### config.mk
export PLATFORM = sky130hd
export DESIGN_NAME = snst_front
export DESIGN_NICKNAME = d
export VERILOG_FILES = /design/src/rtl/snst_pkg.sv /design/src/rtl/snst_front.sv
export SDC_FILE = /design/constraint.sdc
export NUM_CORES = 1
export LEC_CHECK = 0
export BUFFER_PORTS_ARGS = -buffer_cell sky130_fd_sc_hd__buf_2
export CORE_AREA = 2 2 39 41
export CTS_CLUSTER_SIZE = 10
export DETAILED_ROUTE_END_ITERATION = 10
export DIE_AREA = 0 0 41 43
export PLACE_DENSITY = 0.69
export SLEW_MARGIN = 20
export SYNTH_ARGS = -nofsm -noshare
export SYNTH_HDL_FRONTEND = slang
export SYNTH_SLANG_ARGS = --single-unit
### constraint.sdc
create_clock -name clock -period 1.6 [get_ports clock]
set_input_delay 0.16 -clock clock [delete_from_list [all_inputs] [get_ports clock]]
set_output_delay 0.16 -clock clock [all_outputs]
set_load 0.03 [all_outputs]
### src/rtl/snst_pkg.sv
// Package for the smooth number sequence table.
// Holds table geometry, value limits and the request item type passed between the stages.
// Depends on nothing.
package snst_pkg;

   localparam int TABLE_DEPTH = 2048;
   localparam int INDEX_WIDTH = 12;
   localparam int VALUE_WIDTH = 63;
   localparam int PTR_WIDTH   = $clog2(TABLE_DEPTH);
   localparam int QUEUE_DEPTH = 2;
   localparam int QPTR_WIDTH  = $clog2(QUEUE_DEPTH);

   localparam logic [INDEX_WIDTH:0]   DEPTH_EXT = (INDEX_WIDTH + 1)'(TABLE_DEPTH);
   localparam logic [VALUE_WIDTH-1:0] VALUE_CAP = '1;
   localparam logic [VALUE_WIDTH-1:0] CAP_DIV3  = VALUE_CAP / 3;
   localparam logic [VALUE_WIDTH-1:0] CAP_DIV5  = VALUE_CAP / 5;
   localparam logic [VALUE_WIDTH-1:0] CAP_DIV7  = VALUE_CAP / 7;

   typedef struct packed {
      logic [INDEX_WIDTH-1:0] index;
      logic                   out_of_range;
   } snst_item_type;

endpackage

### src/rtl/snst_front.sv
// Front stage: accepts requests, flags out-of-range indexes, hands items to the queue.
// Depends on snst_pkg.
module snst_front
   import snst_pkg::*;
(
   input  logic                   clock,
   input  logic                   reset,
   input  logic                   req_valid,
   output logic                   req_stall,
   input  logic [INDEX_WIDTH-1:0] req_index,
   output logic                   push,
   output snst_item_type          push_item,
   input  logic                   queue_full
);

   logic          hold_valid_ff, hold_valid_in;
   snst_item_type hold_item_ff, hold_item_in;
   logic          accept;

   always_comb begin
      req_stall     = hold_valid_ff && queue_full;
      accept        = req_valid && !req_stall;
      push          = hold_valid_ff && !queue_full;
      push_item     = hold_item_ff;
      hold_valid_in = hold_valid_ff;
      hold_item_in  = hold_item_ff;
      if (push) begin
         hold_valid_in = 1'b0;
      end
      if (accept) begin
         hold_valid_in             = 1'b1;
         hold_item_in.index        = req_index;
         hold_item_in.out_of_range = (req_index == '0) ||
                                     ({1'b0, req_index} >= DEPTH_EXT);
      end
   end

   always_ff @(posedge clock) begin
      if (reset) begin
         hold_valid_ff <= 1'b0;
      end else begin
         hold_valid_ff <= hold_valid_in;
      end
      hold_item_ff <= hold_item_in;
   end

endmodule

==> implementation parameters <==
Parameter                              Value

Logic synthesis
  Xor/xnor share of the synthesized area ... 0%
  Top cell type by total area after synthesis ... sky130_fd_sc_hd__edfxtp_1
  Mean Syn Cell Area ... ~20 um^2
  Gate count of the mapped netlist ... 23
  Net count after synthesis ... 39
  Post-synth top area share ... between 80% and 90%
  Simple-Gate Fraction of Synth Area ... under 10%
  Yosys warning count ... 0
  Adder-cell share of the synthesized area ... 0%
  Number of synthesized register bits ... 14
  Netlist area before placement ... around 460 um^2
  Portion of the post-synthesis area used by sequential elements ... between 80% and 90%
  Largest family of logic cells by synthesized area ... simple AND/OR/NAND/NOR gates
  Post-synth cell types ... 9
  Synth top area cells ... sky130_fd_sc_hd__edfxtp_1, sky130_fd_sc_hd__dfxtp_1, sky130_fd_sc_hd__nor2b_1
  Mux cell area share after synthesis ... 0%
  Complex-gate fraction of the synthesized area ... around 3%

Timing
  Relative slew margins ... around 80%
  Final Hold Fails ... 0
  Minimum clock period after layout ... roughly 1.1 ns
  Worst setup skew after layout ... 0.00319 ns
  Achievable frequency ... between 900 and 1000 MHz
  Unrepaired setup endpoints after global routing ... false
  Fin Setup TNS ... 0 ns
  Max Transition Viols Final ... 0
  Period utilisation layout ... 68.5%
  Measured slew at the worst slew-check pin ... about 0.27 ns
  Final setup vio count ... 0

Floorplanning
  Area inside the core boundary ... ~0.0014 mm^2
  Row Count ... 14
  Area of the die ... ~0.0018 mm^2
  Die Span X ... between 40 and 50 um
  Effective utilization at floorplan ... about a third
  I/O Pins ... 31
  Overall die height ... ~43 um

Clock tree
  Clock tree from TritonCTS ... done
  Clock tree root driver cell ... sky130_fd_sc_hd__clkbuf_4
  Clock buffers created by TritonCTS ... 3
  Buffers inserted during post-CTS setup optimization ... 0
  Number of levels in the clock H-tree ... 1
  Max Root-Sink Buffers ... 2
  Clk Latency, worst-skew pair ... between 0.2 and 0.3 ns
  Clock sink total ... 14
  CTS hold repair buffers ... 0
  Clock slew at reported path FFs ... ~0.08 ns
  Count of instances resized after the clock tree is built ... 0

Critical path
  Register-to-register setup slack ... about 0.53 ns
  Destination of the worst register-to-register timing path ... push_item[6]
  Cells traversed along the worst timing path ... and2_1, buf_2
  Family of cells with the greatest summed delay on the critical path ... flip-flops
  Required time of the worst setup path ... approximately 1.4 ns
  Nature of the critical path startpoint ... flop
  Worst-path cell with the longest stage delay ... sky130_fd_sc_hd__dfxtp_1
  Biggest cell delay along the critical path ... ~0.34 ns
  Critical Path Sink Type ... primary output
  Count of buffering cells on the critical path with inverters included ... 1
  Biggest fanout along the worst timing path ... 3
  Crit Path Category ... flop to primary output
  Length in cells of the worst reg-to-reg path ... 3
  Reg2reg start ... hold_valid_ff
  Setup crit start ... hold_valid_ff
  Data arrival time at the worst-slack endpoint ... approximately 0.94 ns

Worst hold path
  Startpoint of the most critical hold path ... reset
  Cell depth of the worst min-delay path ... 2
  HP Class ... input port to flop
  Endpoint of the worst hold-timing path ... hold_valid_ff

Routing
  Number of nets with antenna violations after routing ... 0
  Routed length per placed instance ... between 10 and 15 um
  Highest Signal Layer ... met3
  Detailed-routing iteration count for the pre-antenna-repair pass ... 2
  Length of routed met2 wiring ... around 360 um
  # DRC ... 0
  Met3 wire length ... around 84 um
  Iteration-0 DRC Markers ... 2
  Met1 Routed Length ... 331 um
  Detailed Route WL ... between 700 and 800 um
  Drt via density ... 4.41
  Total via count after detailed routing ... around 330

Cells and area
  Net count of the finished layout ... between 70 and 80
  Antenna fix cells ... 0
  Filler Cells Inserted ... approximately 130
  Final Instance Count excl. Fillers ... between 70 and 80
  Synthesis-to-layout area growth ... 43.9%
  Share of post-route cells with drive strength above 1 ... slightly below 60%

Run status
  Status ... finished clean

Global route
  GRT Util Overall ... 8.68%
  Wire length of the first global-routing pass ... slightly above 1000 um
  Vias in the first global route ... around 270
  Remaining Overflow, GRT ... 0
  Number of antenna violations at the first check in global routing ... 0
  Largest net degree at the start of global routing ... 14

Place
  Number of instances in the placed design ... 70
  RePlAce Congestion ... between 0.6 and 0.7
  Port-buffer cells ... 30

Power and ir drop
  Power density over the cells ... 1090 mW/mm^2
  Maximum ir drop on the vdd rail ... between 0.0006 and 0.0007 V
  Leakage component of the power ... 0.000290 uW

Job
  Reported max-cap violation count ... 0
-- state kept, by name (all words and copies together), names as in the netlist --
name           flops
push_item         13
hold_valid_ff      1
-- stage by stage --
stage / total power (uW) / hold slack, ns / worst slack (ns) / cell area [um^2] / util, %
floorplan: 496 / 0.232 / 0.0127 / 464 / -
global placement: 540 / 0.317 / 0.555 / 642 / 46.4
detailed placement: 542 / 0.322 / 0.541 / 642 / 46.4
CTS: 733 / 0.0393 / 0.497 / 668 / 48.3
global route: 753 / 0.0374 / 0.458 / 668 / 48.3
finish: 726 / 0.0428 / 0.503 / 668 / 48.3
-- worst max-delay path by stage --
stage	endpoint	slack, ns	cells past startpoint
floorplan	push_item[0]	0.01	2
global placement	push_item[5]	0.55	3
detailed placement	push_item[11]	0.54	3
CTS	req_stall	0.50	2
global route	req_stall	0.46	2
finish	req_stall	0.50	2
-- worst reg2reg max path, cell delays in order (launching register included) --
cell                      delay (ns)
sky130_fd_sc_hd__dfxtp_1        0.32
sky130_fd_sc_hd__and2_1         0.14
sky130_fd_sc_hd__nor2b_1        0.10
sky130_fd_sc_hd__buf_4          0.21
-- cell type report --
cell class / instances / area [um^2] / share of cell area (%)
Clock buffer: 4 / 26.3 / 3.93
Multi-Input combinational cell: 9 / 53.8 / 8.05
Sequential cell: 14 / 410 / 61.4
Timing Repair Buffer: 31 / 158 / 23.6
Tap cell: 16 / 20.0 / 3.00
-- logic make-up after synthesis --
logic type,count (synthesis)
compound gates,2
simple gates,7
flops,14
-- synth_stat cells --
master and count:
sky130_fd_sc_hd__a21oi_1 1, sky130_fd_sc_hd__edfxtp_1 13, sky130_fd_sc_hd__nor2_1 1, sky130_fd_sc_hd__nor3_1 1, sky130_fd_sc_hd__nor2b_1 2, sky130_fd_sc_hd__dfxtp_1 1, sky130_fd_sc_hd__nor4_1 2, sky130_fd_sc_hd__and2_1 1
sky130_fd_sc_hd__a31o_1 1
-- routing by layer --
layer	vias to the layer above	global-route usage (%)
met1	148	10.2
met3	0	3.14
met5	-	0
met4	0	4.00
li1	161	-
met2	17	13.4
-- power breakdown --
part           switching (uW)  internal (uW)  total (uW)  leakage [uW]
sequential               4.40            424         429      0.000134
combinational            69.8           33.5         103      0.000141
clock                    97.7           96.2         194     0.0000150
-- cell usage in the layout, fill, tap and decap left out --
cell                       Yosys  routed
sky130_fd_sc_hd__nor4_1        2       2
sky130_fd_sc_hd__clkbuf_4      0       3
sky130_fd_sc_hd__a31o_1        1       1
sky130_fd_sc_hd__and2_1        1       1
sky130_fd_sc_hd__buf_2         0      30
sky130_fd_sc_hd__a21oi_1       1       1
sky130_fd_sc_hd__nor3_1        1       1
sky130_fd_sc_hd__nor2b_1       2       2
sky130_fd_sc_hd__edfxtp_1     13      13
sky130_fd_sc_hd__dfxtp_1       1       1
sky130_fd_sc_hd__nor2_1        1       1
sky130_fd_sc_hd__clkbuf_1      0       1
sky130_fd_sc_hd__buf_4         0       1
Power figures use the tool's default switching activity.
