### src/rtl/snst_pkg.sv
// Package for the smooth number sequence table.
// Holds table geometry, value limits and the request item type passed between the stages.
// Depends on nothing.
package snst_pkg;

   localparam int TABLE_DEPTH = 2048;
   localparam int INDEX_WIDTH = 12;
   localparam int VALUE_WIDTH = 63;
   localparam int PTR_WIDTH   = $clog2(TABLE_DEPTH);
   localparam int QUEUE_DEPTH = 2;
   localparam int QPTR_WIDTH  = $clog2(QUEUE_DEPTH);

   localparam logic [INDEX_WIDTH:0]   DEPTH_EXT = (INDEX_WIDTH + 1)'(TABLE_DEPTH);
   localparam logic [VALUE_WIDTH-1:0] VALUE_CAP = '1;
   localparam logic [VALUE_WIDTH-1:0] CAP_DIV3  = VALUE_CAP / 3;
   localparam logic [VALUE_WIDTH-1:0] CAP_DIV5  = VALUE_CAP / 5;
   localparam logic [VALUE_WIDTH-1:0] CAP_DIV7  = VALUE_CAP / 7;

   typedef struct packed {
      logic [INDEX_WIDTH-1:0] index;
      logic                   out_of_range;
   } snst_item_type;

endpackage

### src/rtl/snst_queue.sv
// Short FIFO between the front and back stages.
// Depends on snst_pkg.
module snst_queue
   import snst_pkg::*;
(
   input  logic          clock,
   input  logic          reset,
   input  logic          push,
   input  snst_item_type push_item,
   output logic          full,
   input  logic          pop,
   output snst_item_type pop_item,
   output logic          not_empty
);

   snst_item_type           slot_ff [QUEUE_DEPTH];
   logic [QPTR_WIDTH-1:0]   wr_ptr_ff, wr_ptr_in;
   logic [QPTR_WIDTH-1:0]   rd_ptr_ff, rd_ptr_in;
   logic [QPTR_WIDTH:0]     count_ff, count_in;

   always_comb begin
      full      = (count_ff == (QPTR_WIDTH + 1)'(QUEUE_DEPTH));
      not_empty = (count_ff != '0);
      pop_item  = slot_ff[rd_ptr_ff];
      wr_ptr_in = push ? wr_ptr_ff + 1'b1 : wr_ptr_ff;
      rd_ptr_in = pop ? rd_ptr_ff + 1'b1 : rd_ptr_ff;
      count_in  = count_ff;
      if (push && !pop) begin
         count_in = count_ff + 1'b1;
      end else if (pop && !push) begin
         count_in = count_ff - 1'b1;
      end
   end

   always_ff @(posedge clock) begin
      if (reset) begin
         wr_ptr_ff <= '0;
         rd_ptr_ff <= '0;
         count_ff  <= '0;
      end else begin
         wr_ptr_ff <= wr_ptr_in;
         rd_ptr_ff <= rd_ptr_in;
         count_ff  <= count_in;
      end
      if (push) begin
         slot_ff[wr_ptr_ff] <= push_item;
      end
   end

endmodule

### config.mk
export PLATFORM = sky130hd
export DESIGN_NAME = snst_queue
export DESIGN_NICKNAME = d
export VERILOG_FILES = /design/src/rtl/snst_pkg.sv /design/src/rtl/snst_queue.sv
export SDC_FILE = /design/constraint.sdc
export NUM_CORES = 1
export LEC_CHECK = 0
export ABC_AREA = 1
export BUFFER_PORTS_ARGS = -buffer_cell sky130_fd_sc_hd__buf_2
export CAP_MARGIN = 20
export CORE_MARGIN = 5
export CORE_UTILIZATION = 45
export DETAILED_ROUTE_END_ITERATION = 16
export HOLD_SLACK_MARGIN = 0.03
export PLACE_DENSITY = 0.74
export REMOVE_ABC_BUFFERS = 1
export SLEW_MARGIN = 10
export SYNTH_ARGS = -nofsm -noshare
export SYNTH_HDL_FRONTEND = slang
export SYNTH_SLANG_ARGS = --single-unit
### constraint.sdc
create_clock -name clock -period 1.7 [get_ports clock]
set_input_delay 0.34 -clock clock [delete_from_list [all_inputs] [get_ports clock]]
set_output_delay 0.34 -clock clock [all_outputs]
set_load 0.02 [all_outputs]
==> summary by stage, run 1 <==
Run status
The run finished with clean final reports.

Setup path
The critical path launch point type is a flip-flop. Grouping stages by cell kind, the critical path spends the most delay in flip-flops. In this run the worst path has a maximum fanout of 8.

The largest incremental delay on the critical path is 0.35 ns. STA classifies the critical path endpoint as an output port. Together, buffers and inverters on the worst path number 2.

The data required time of the critical path is ~1.4 ns. The highest-delay cell along the critical path is dfxtp_2. The data arrival time of the critical path is 1.29 ns. The worst setup path is of the flip-flop to output port kind. Traced cell by cell, the critical path runs through buf_6 > mux2_4 > buf_2.

CTS
The number of setup buffers added after CTS is 0. The hold buffer count at cts is 0. The cell sitting at the root of the clock tree is a clkbuf_4. The clock insertion delay at the later pin of the skew report is 0.33 ns. Buffers inserted during clock tree synthesis total 5. The post-CTS clock slew at the launch and capture registers of the worst setup and hold paths is 0.10 ns.

The clock tree from TritonCTS is built. The clock tree synthesis step divided the H-tree into 2 levels. The maximum clock insertion buffer count is 2. For this design, the sink count on the clock tree is 31.

Power and ir drop
The static leakage power is ~0.63 nW. The worst ir drop on vdd is about 700 uV. The power density normalized to cell area is between 1000 and 1500 nW/um2.

Floorplan
The die is 61.7 um wide. The floorplan die height is between 60 and 70 um. The die covers 3810 um2. The total area inside the core boundary comes to between 2000 and 3000 um2.

In this run the count of I/O pins placed on the die edge is 32. Once the floorplan was initialized, standard cells occupied 47.7% of the core. The number of cell rows is 18.

Synthesis
The post-synthesis cell type count is 15. After synthesis, flip-flops and latches occupy 73.3% of the total area. The total number of yosys warnings is 0. The number of flops mapped to enable cells by yosys is 26. Synthesis inferred 31 register bits.

The commonest register cell after synthesis is edfxtp_1. The synthesized netlist devotes 0.832% of its cell area to compound gates. Each instance of the synthesized netlist takes up on average between 15 and 20 um2. After synthesis, the share of flip-flops with an asynchronous set or reset is 0%. In the synthesized netlist, mux cells make up about 15% of the area. In the post-synthesis netlist, the biggest area contributors are edfxtp_1, mux2_4, dfxtp_1.

Of the total synthesized cell area, the portion taken by AND, OR, NAND and NOR gates is under 10%. The total standard cell area after synthesis is between 1000 and 1500 um2. The cell count after synthesis is 73. By area, the combinational part of the netlist is dominated by multiplexers.

The leading area contributor after synthesis is edfxtp_1. The share of synthesized area in the top cell type comes to between 60% and 70%. The synthesized netlist devotes under 10% of its cell area to adder and majority cells.

The synthesized netlist devotes less than 1% of its cell area to XOR and XNOR gates.

GRT
The largest net degree at the start of global routing is 15. The number of global-route vias before repair is roughly 770. For this run, the total global-route usage over all layers was measured as roughly 13%. The aggregate global routing overflow is 0.

The global-route wire length before repair is around 3200 um. The initial antenna violation count was 0.

Worst hold path
The min-delay analysis places its worst path in the category input pin to flip-flop.

Timing
At the pin with the least slew margin, the transition time is 0.556 ns. The hold violation count in the final report came to 0. For the final routed database, the setup TNS stands at 0 ns. The final-report max-slew violation count came to 0.

The clock arrives with between 0.008 and 0.009 ns of skew. The minimum hold slack is a little under 0.2 ns. Setup repair after global routing left no endpoint under its margin. Based on the critical path, the design can be clocked at up to approximately 0.6 GHz. Counting I/O delays and the setup requirement, the final critical path takes roughly 1.6 ns. The headroom to the max-slew limit is a little over three fifths. The final critical path takes up approximately 96% of the cycle.

The total setup violations reported at the end of the flow is 0.

Cells and area
The final layout net count is 131. Compared with the post-synthesis result, the final layout area differs by 21.9%. The antenna diode count is 0. Cells fill between 50% and 60% of the core in the end. The most frequent standard cell in the layout excluding fill and tap cells is buf_2. Counting the fill cells in the layout gives roughly 210. The top cell types in the final layout, fill and taps aside, are buf_2, edfxtp_1, mux2_4, inv_1. The post-route netlist has approximately 47% of its cells at a drive strength greater than 1.

Drt
Dividing the detail-routed wire length by the instance count gives ~13 um. The aggregate routed wire length is ~1900 um. For this block, the initial DRC count from the detailed router was 13. The routed layout has just under 700 vias.

The number of routed nets with antenna violations is 0. In the routed design, unresolved DRC markers number 0. The first detailed-routing pass took 3 iterations. Using the TritonRoute via totals, the vias-per-cell ratio works out to approximately 4.7.

Placed design
The quantity of I/O buffers inserted on ports is 31. The global placement routability congestion is around 0.63. The HPWL after detailed placement is 1430 um.

Run
Across the run, the number of max-cap violations was 0.
[stage by stage]
| step | setup slack, ns | cells | area [um2] | power (mW) |
|---|---|---|---|---|
| global placement | 0.390 | 136 | 1410 | 1.14 |
| CTS | 0.0150 | 144 | 1460 | 1.53 |
| finish | 0.0739 | 144 | 1470 | 1.52 |
| floorplan | 0.223 | 72 | 1190 | 1.06 |
| global route | 0.00974 | 144 | 1470 | 1.60 |
| detailed placement | 0.354 | 136 | 1410 | 1.15 |
[cells in the mapped netlist (3+ instances only)]
cell type and n:
nand2_1 6, inv_1 9, edfxtp_1 26, dfxtp_1 5
nor2_1 6, mux2_4 10, mux2_2 3
[report_power, final]
part | internal (mW) | switching, mW | total [mW] | leakage, nW
Combinational | 0.112 | 0.134 | 0.246 | 0.317
Clock | 0.155 | 0.229 | 0.384 | 0.0297
Sequential | 0.873 | 0.0150 | 0.888 | 0.286
Total | 1.14 | 0.379 | 1.52 | 0.633
[worst register-to-register path: stages (launching register included)]
cell	delay, ns
dfxtp_1	0.36
nand2_1	0.06
inv_1	0.42
[state kept, by name, summed over array words and instances, names as in the netlist, named ones only]
name,flops
wr_ptr_ff,1
rd_ptr_ff,1
count_ff,2
slot_ff,26
[final timing paths]
| kind | from | to | slack (ns) | cells past startpoint |
|---|---|---|---|---|
| setup reg to reg | wr_ptr_ff$_SDFFE_PP0P_ | slot_ff[1][4]$_DFFE_PP_ | 0.50 | 2 |
| hold / removal | push_item[8] | slot_ff[0][8]$_DFFE_PP_ | 0.20 | 1 |
| hold reg to reg | rd_ptr_ff$_SDFFE_PP0P_ | flip-flop | 0.52 | 2 |
| setup / recovery | flip-flop | pop_item[12] | 0.07 | 3 |
[layer usage]
metal / share of wire, % / wire length, um / vias to the layer above / track usage, %
met5: 0 / 0 / - / 0
met4: 2.6 / 49 / 0 / 8.18
met3: 9.2 / 176 / 7 / 5.37
met2: 51 / 977 / 25 / 21.4
met1: 37 / 709 / 310 / 12.5
li1: - / - / 338 / -
[area by class of cell]
cell class | instances | area (um2) | share of cell area (%)
clock buffer | 6 | 41.3 | 2.82
clock inverter | 2 | 8.76 | 0.598
inverter | 9 | 33.8 | 2.31
multi-input combinational | 32 | 277 | 18.9
sequential | 31 | 882 | 60.2
tap | 30 | 37.5 | 2.56
timing repair buffer | 34 | 185 | 12.6
[cell families after synthesis]
logic type                 Yosys count
muxes                               13
xor gates and xnor gates             1
buffers and inverters               10
DFF                                 31
AOI/OAI and AO/OA                    2
adders and majority gates            1
and+or+nand+nor                     15
[what timing repair did]
action,4_1_cts,5_1_grt
endpoints found under the hold margin,0,0
endpoints found under the setup margin,0,11
resized for setup,0,3
Power figures use the tool's default switching activity.
==> run 2, diff against run 1 <==
- CORE_ASPECT_RATIO: unset -> 1.4
==> summary by stage, run 2 (synthesis gave the netlist of run 1 again) <==
Run status
The flow ran to the end, and the final reports show no timing, DRC or antenna violations.

Drt
The number of search-and-repair iterations in the first detailed-routing pass came to 3 (unchanged). The number of routed nets with antenna violations is 0 (unchanged). The number of remaining DRC errors came to 0 (unchanged). The post-detailed-route wirelength per cell is 12.9 um (-3.0%).

The aggregate routed wire length was 1960 um (+2.4%). The average vias per placed instance came to 4.63 (-2.1%). The initial detailed-routing violation count is 21 (+8). The total via count after detailed routing was 703 (+3.4%).

Cells and area
The number of flip-flops under the largest register name is 26 (unchanged). The final layout net count was 133 (+1.5%). In the final layout, the registers with the most flip-flops are slot_ff x26, count_ff x2. The final standard cell utilization of the core was 58.8% (+0.76 points). The number of fill cells is 234 (+12%). The register with the most flip-flops in the final layout is slot_ff. Leaving out fill and tap cells, the most frequent cell in the layout is buf_2. In the layout the commonest cells are buf_2, edfxtp_1, mux2_4, inv_1. The total non-filler cell area in the finished layout is 1520 um2 (+3.9%). The area added between synthesis and finish is 26.6%.

The share of final-layout standard cells stronger than drive strength 1 was 49.1% (+1.8 points). The antenna diode count is 0 (unchanged). The post-route non-filler standard cell count is 152 (+5.6%).

Worst hold path
The worst min-delay path startpoint is push_item[12]. The worst min-delay path class is input pin to flip-flop.

Placed design
The cell area reported after detailed placement is 1410 um2 (+0.53%). The quantity of I/O buffers inserted on ports is 31 (unchanged). The HPWL after detailed placement was 1460 um (+1.8%). The number of placed instances, taps included is 142 (+4.4%). The global placement routability congestion is 0.663 (+5.6%).

GRT
The global-route wire length before repair is 3080 um (-4.9%). The number of global-route vias before repair was 709 (-8.2%). The aggregate global routing overflow is 0 (unchanged). The most congested layer reported by global routing is met2. The global routing usage on met1 is 9.99% (-2.5 points). The largest net degree at the start of global routing is 15 (unchanged).

The met3 usage in global routing is 6.95% (+1.6 points). The initial antenna violation count was 0 (unchanged). The routing usage on met2 is 20.6% (-0.76 points). The global-route usage over all layers is 11.7% (-0.86 points).

CTS
The total CTS buffers came to 5 (unchanged). TritonCTS built the clock tree. The maximum level of the CTS H-tree came to 2 (unchanged). The clock insertion delay at the later pin of the skew report was 0.32 ns (about the same).

The post-CTS clock slew at the launch and capture registers of the worst setup and hold paths was 0.09 ns (about the same). The count of clock tree sinks came to 31 (unchanged). Clock tree synthesis selected as its root buffer the cell clkbuf_4.

The maximum clock insertion buffer count came to 2 (unchanged).

Setup path
The maximum fanout encountered on the critical timing path is 6 (-2). The element type at the critical path end is an output port. In this run the critical register-to-register path is launched from wr_ptr_ff$_SDFFE_PP0P_. The register-to-register path setup slack is 0.50 ns (about the same).

The critical path launch point type is a flip-flop. The data arrival time of the critical path is 1.30 ns (about the same). The largest incremental delay on the critical path is 0.38 ns (+0.03 ns).

The data required time of the critical path came to 1.36 ns (about the same). The highest-delay cell along the critical path is dfxtp_4. The worst flop-to-flop path endpoint is slot_ff[1][4]$_DFFE_PP_. Following the worst setup path forward leads to its endpoint at pop_item[7]. Walking the worst path, the cells encountered are buf_6 > mux2_4 > buf_2.

The kind of critical path is flip-flop to output port. The cell depth of the worst flop-to-flop path was 2 (unchanged).

Floorplan
The boundary pin count is 32 (unchanged). The floorplan die height is 71.2 um (+15%). The die width is 53.7 um (-13%). The area of the core is 2590 um2 (+2.6%). The die outline area is 3820 um2 (+0.38%). The starting density of the core is 46.5% (-1.2 points). The number of cell rows is 22 (+4).

Timing
The headroom to the max-slew limit came to 63.0% (+0.096 points). The time the worst path needs with I/O delays and setup is 1.64 ns (+0.0148 ns). The slew at the pin closest to its max-slew limit was 0.555 ns (-0.00144 ns). The final clock skew is 0.00518 ns (-0.00352 ns). The maximum clock frequency came to 0.609 GHz (-0.90%). The ratio of final minimum period to clock period is 96.5% (+0.87 points).

Setup repair after global routing could not meet its margin everywhere. The total setup violations reported at the end of the flow came to 0 (unchanged). The final-report max-slew violation count is 0 (unchanged).

The hold violation count in the final report is 0 (unchanged).

Power and ir drop
The power density normalized to cell area is 1040 nW/um2 (+0.24%). The worst ir drop on vdd is 832 uV (+21%). The static leakage power is 0.659 nW (+4.2%).

Run
The max-capacitance violation count is 0 (unchanged).
run 2: cell count changes in the layout (fill, tap and decap cells not counted), sizes merged:
cell and change:
buf +2, clkbuf +1, clkinv -1
run 2: worst min path at each step:
| stage | endpoint | slack (ns) | cells after the start |
|---|---|---|---|
| 4_1_cts | slot_ff[0][12]$_DFFE_PP_ | 0.18 | 1 |
| 5_1_grt | slot_ff[1][12]$_DFFE_PP_ | 0.17 | 1 |
| 3_3_place_gp | wr_ptr_ff$_SDFFE_PP0P_ | 0.50 | 2 |
| 2_1_floorplan | flip-flop | 0.41 | 1 |
| 6_report | slot_ff[0][12]$_DFFE_PP_ | 0.20 | 1 |
| 3_5_place_dp | wr_ptr_ff$_SDFFE_PP0P_ | 0.52 | 2 |
run 2: through the flow:
stage	setup TNS (ns)	hold WS, ns	power, mW	setup WS [ns]
2_1_floorplan	0	0.412	1.06	0.223
3_3_place_gp	0	0.498	1.14	0.286
3_5_place_dp	0	0.516	1.15	0.268
4_1_cts	0	0.182	1.58	0.00830
5_1_grt	-0.0161	0.168	1.67	-0.00690
6_report	0	0.199	1.58	0.0591
run 2: timing repair:
item                       CTS  global route
setup endpoints to repair   11            11
hold buffers                 0             0
setup buffers                0             2
resized for setup            4             7
run 2: layout make-up:
type	count	area, um2	share of cell area (%)
clock buffer	7	55.1	3.62
clock inverter	1	5.00	0.329
inverter	9	33.8	2.22
multi-input combinational	32	280	18.4
sequential	31	885	58.1
tap	36	45.0	2.96
timing repair buffer	36	219	14.4
run 2: per-layer routing:
layer  share of wire [%]  wire [um]
met5                   0          0
met4                 1.3         26
met3                 8.2        161
met2                  56       1100
met1                  34        672
run 2: worst max-delay path, delay by kind of cell (launching register included):
kind | cells | cell delay [ns]
buffers and inverters | 2 | 0.30
muxes | 1 | 0.30
DFF | 1 | 0.38
run 2: report_power, final:
group	switching, mW	leakage [nW]	internal [mW]
Combinational	0.138	0.337	0.127
Clock	0.226	0.0353	0.200
Sequential	0.0171	0.286	0.873
Total	0.382	0.659	1.20
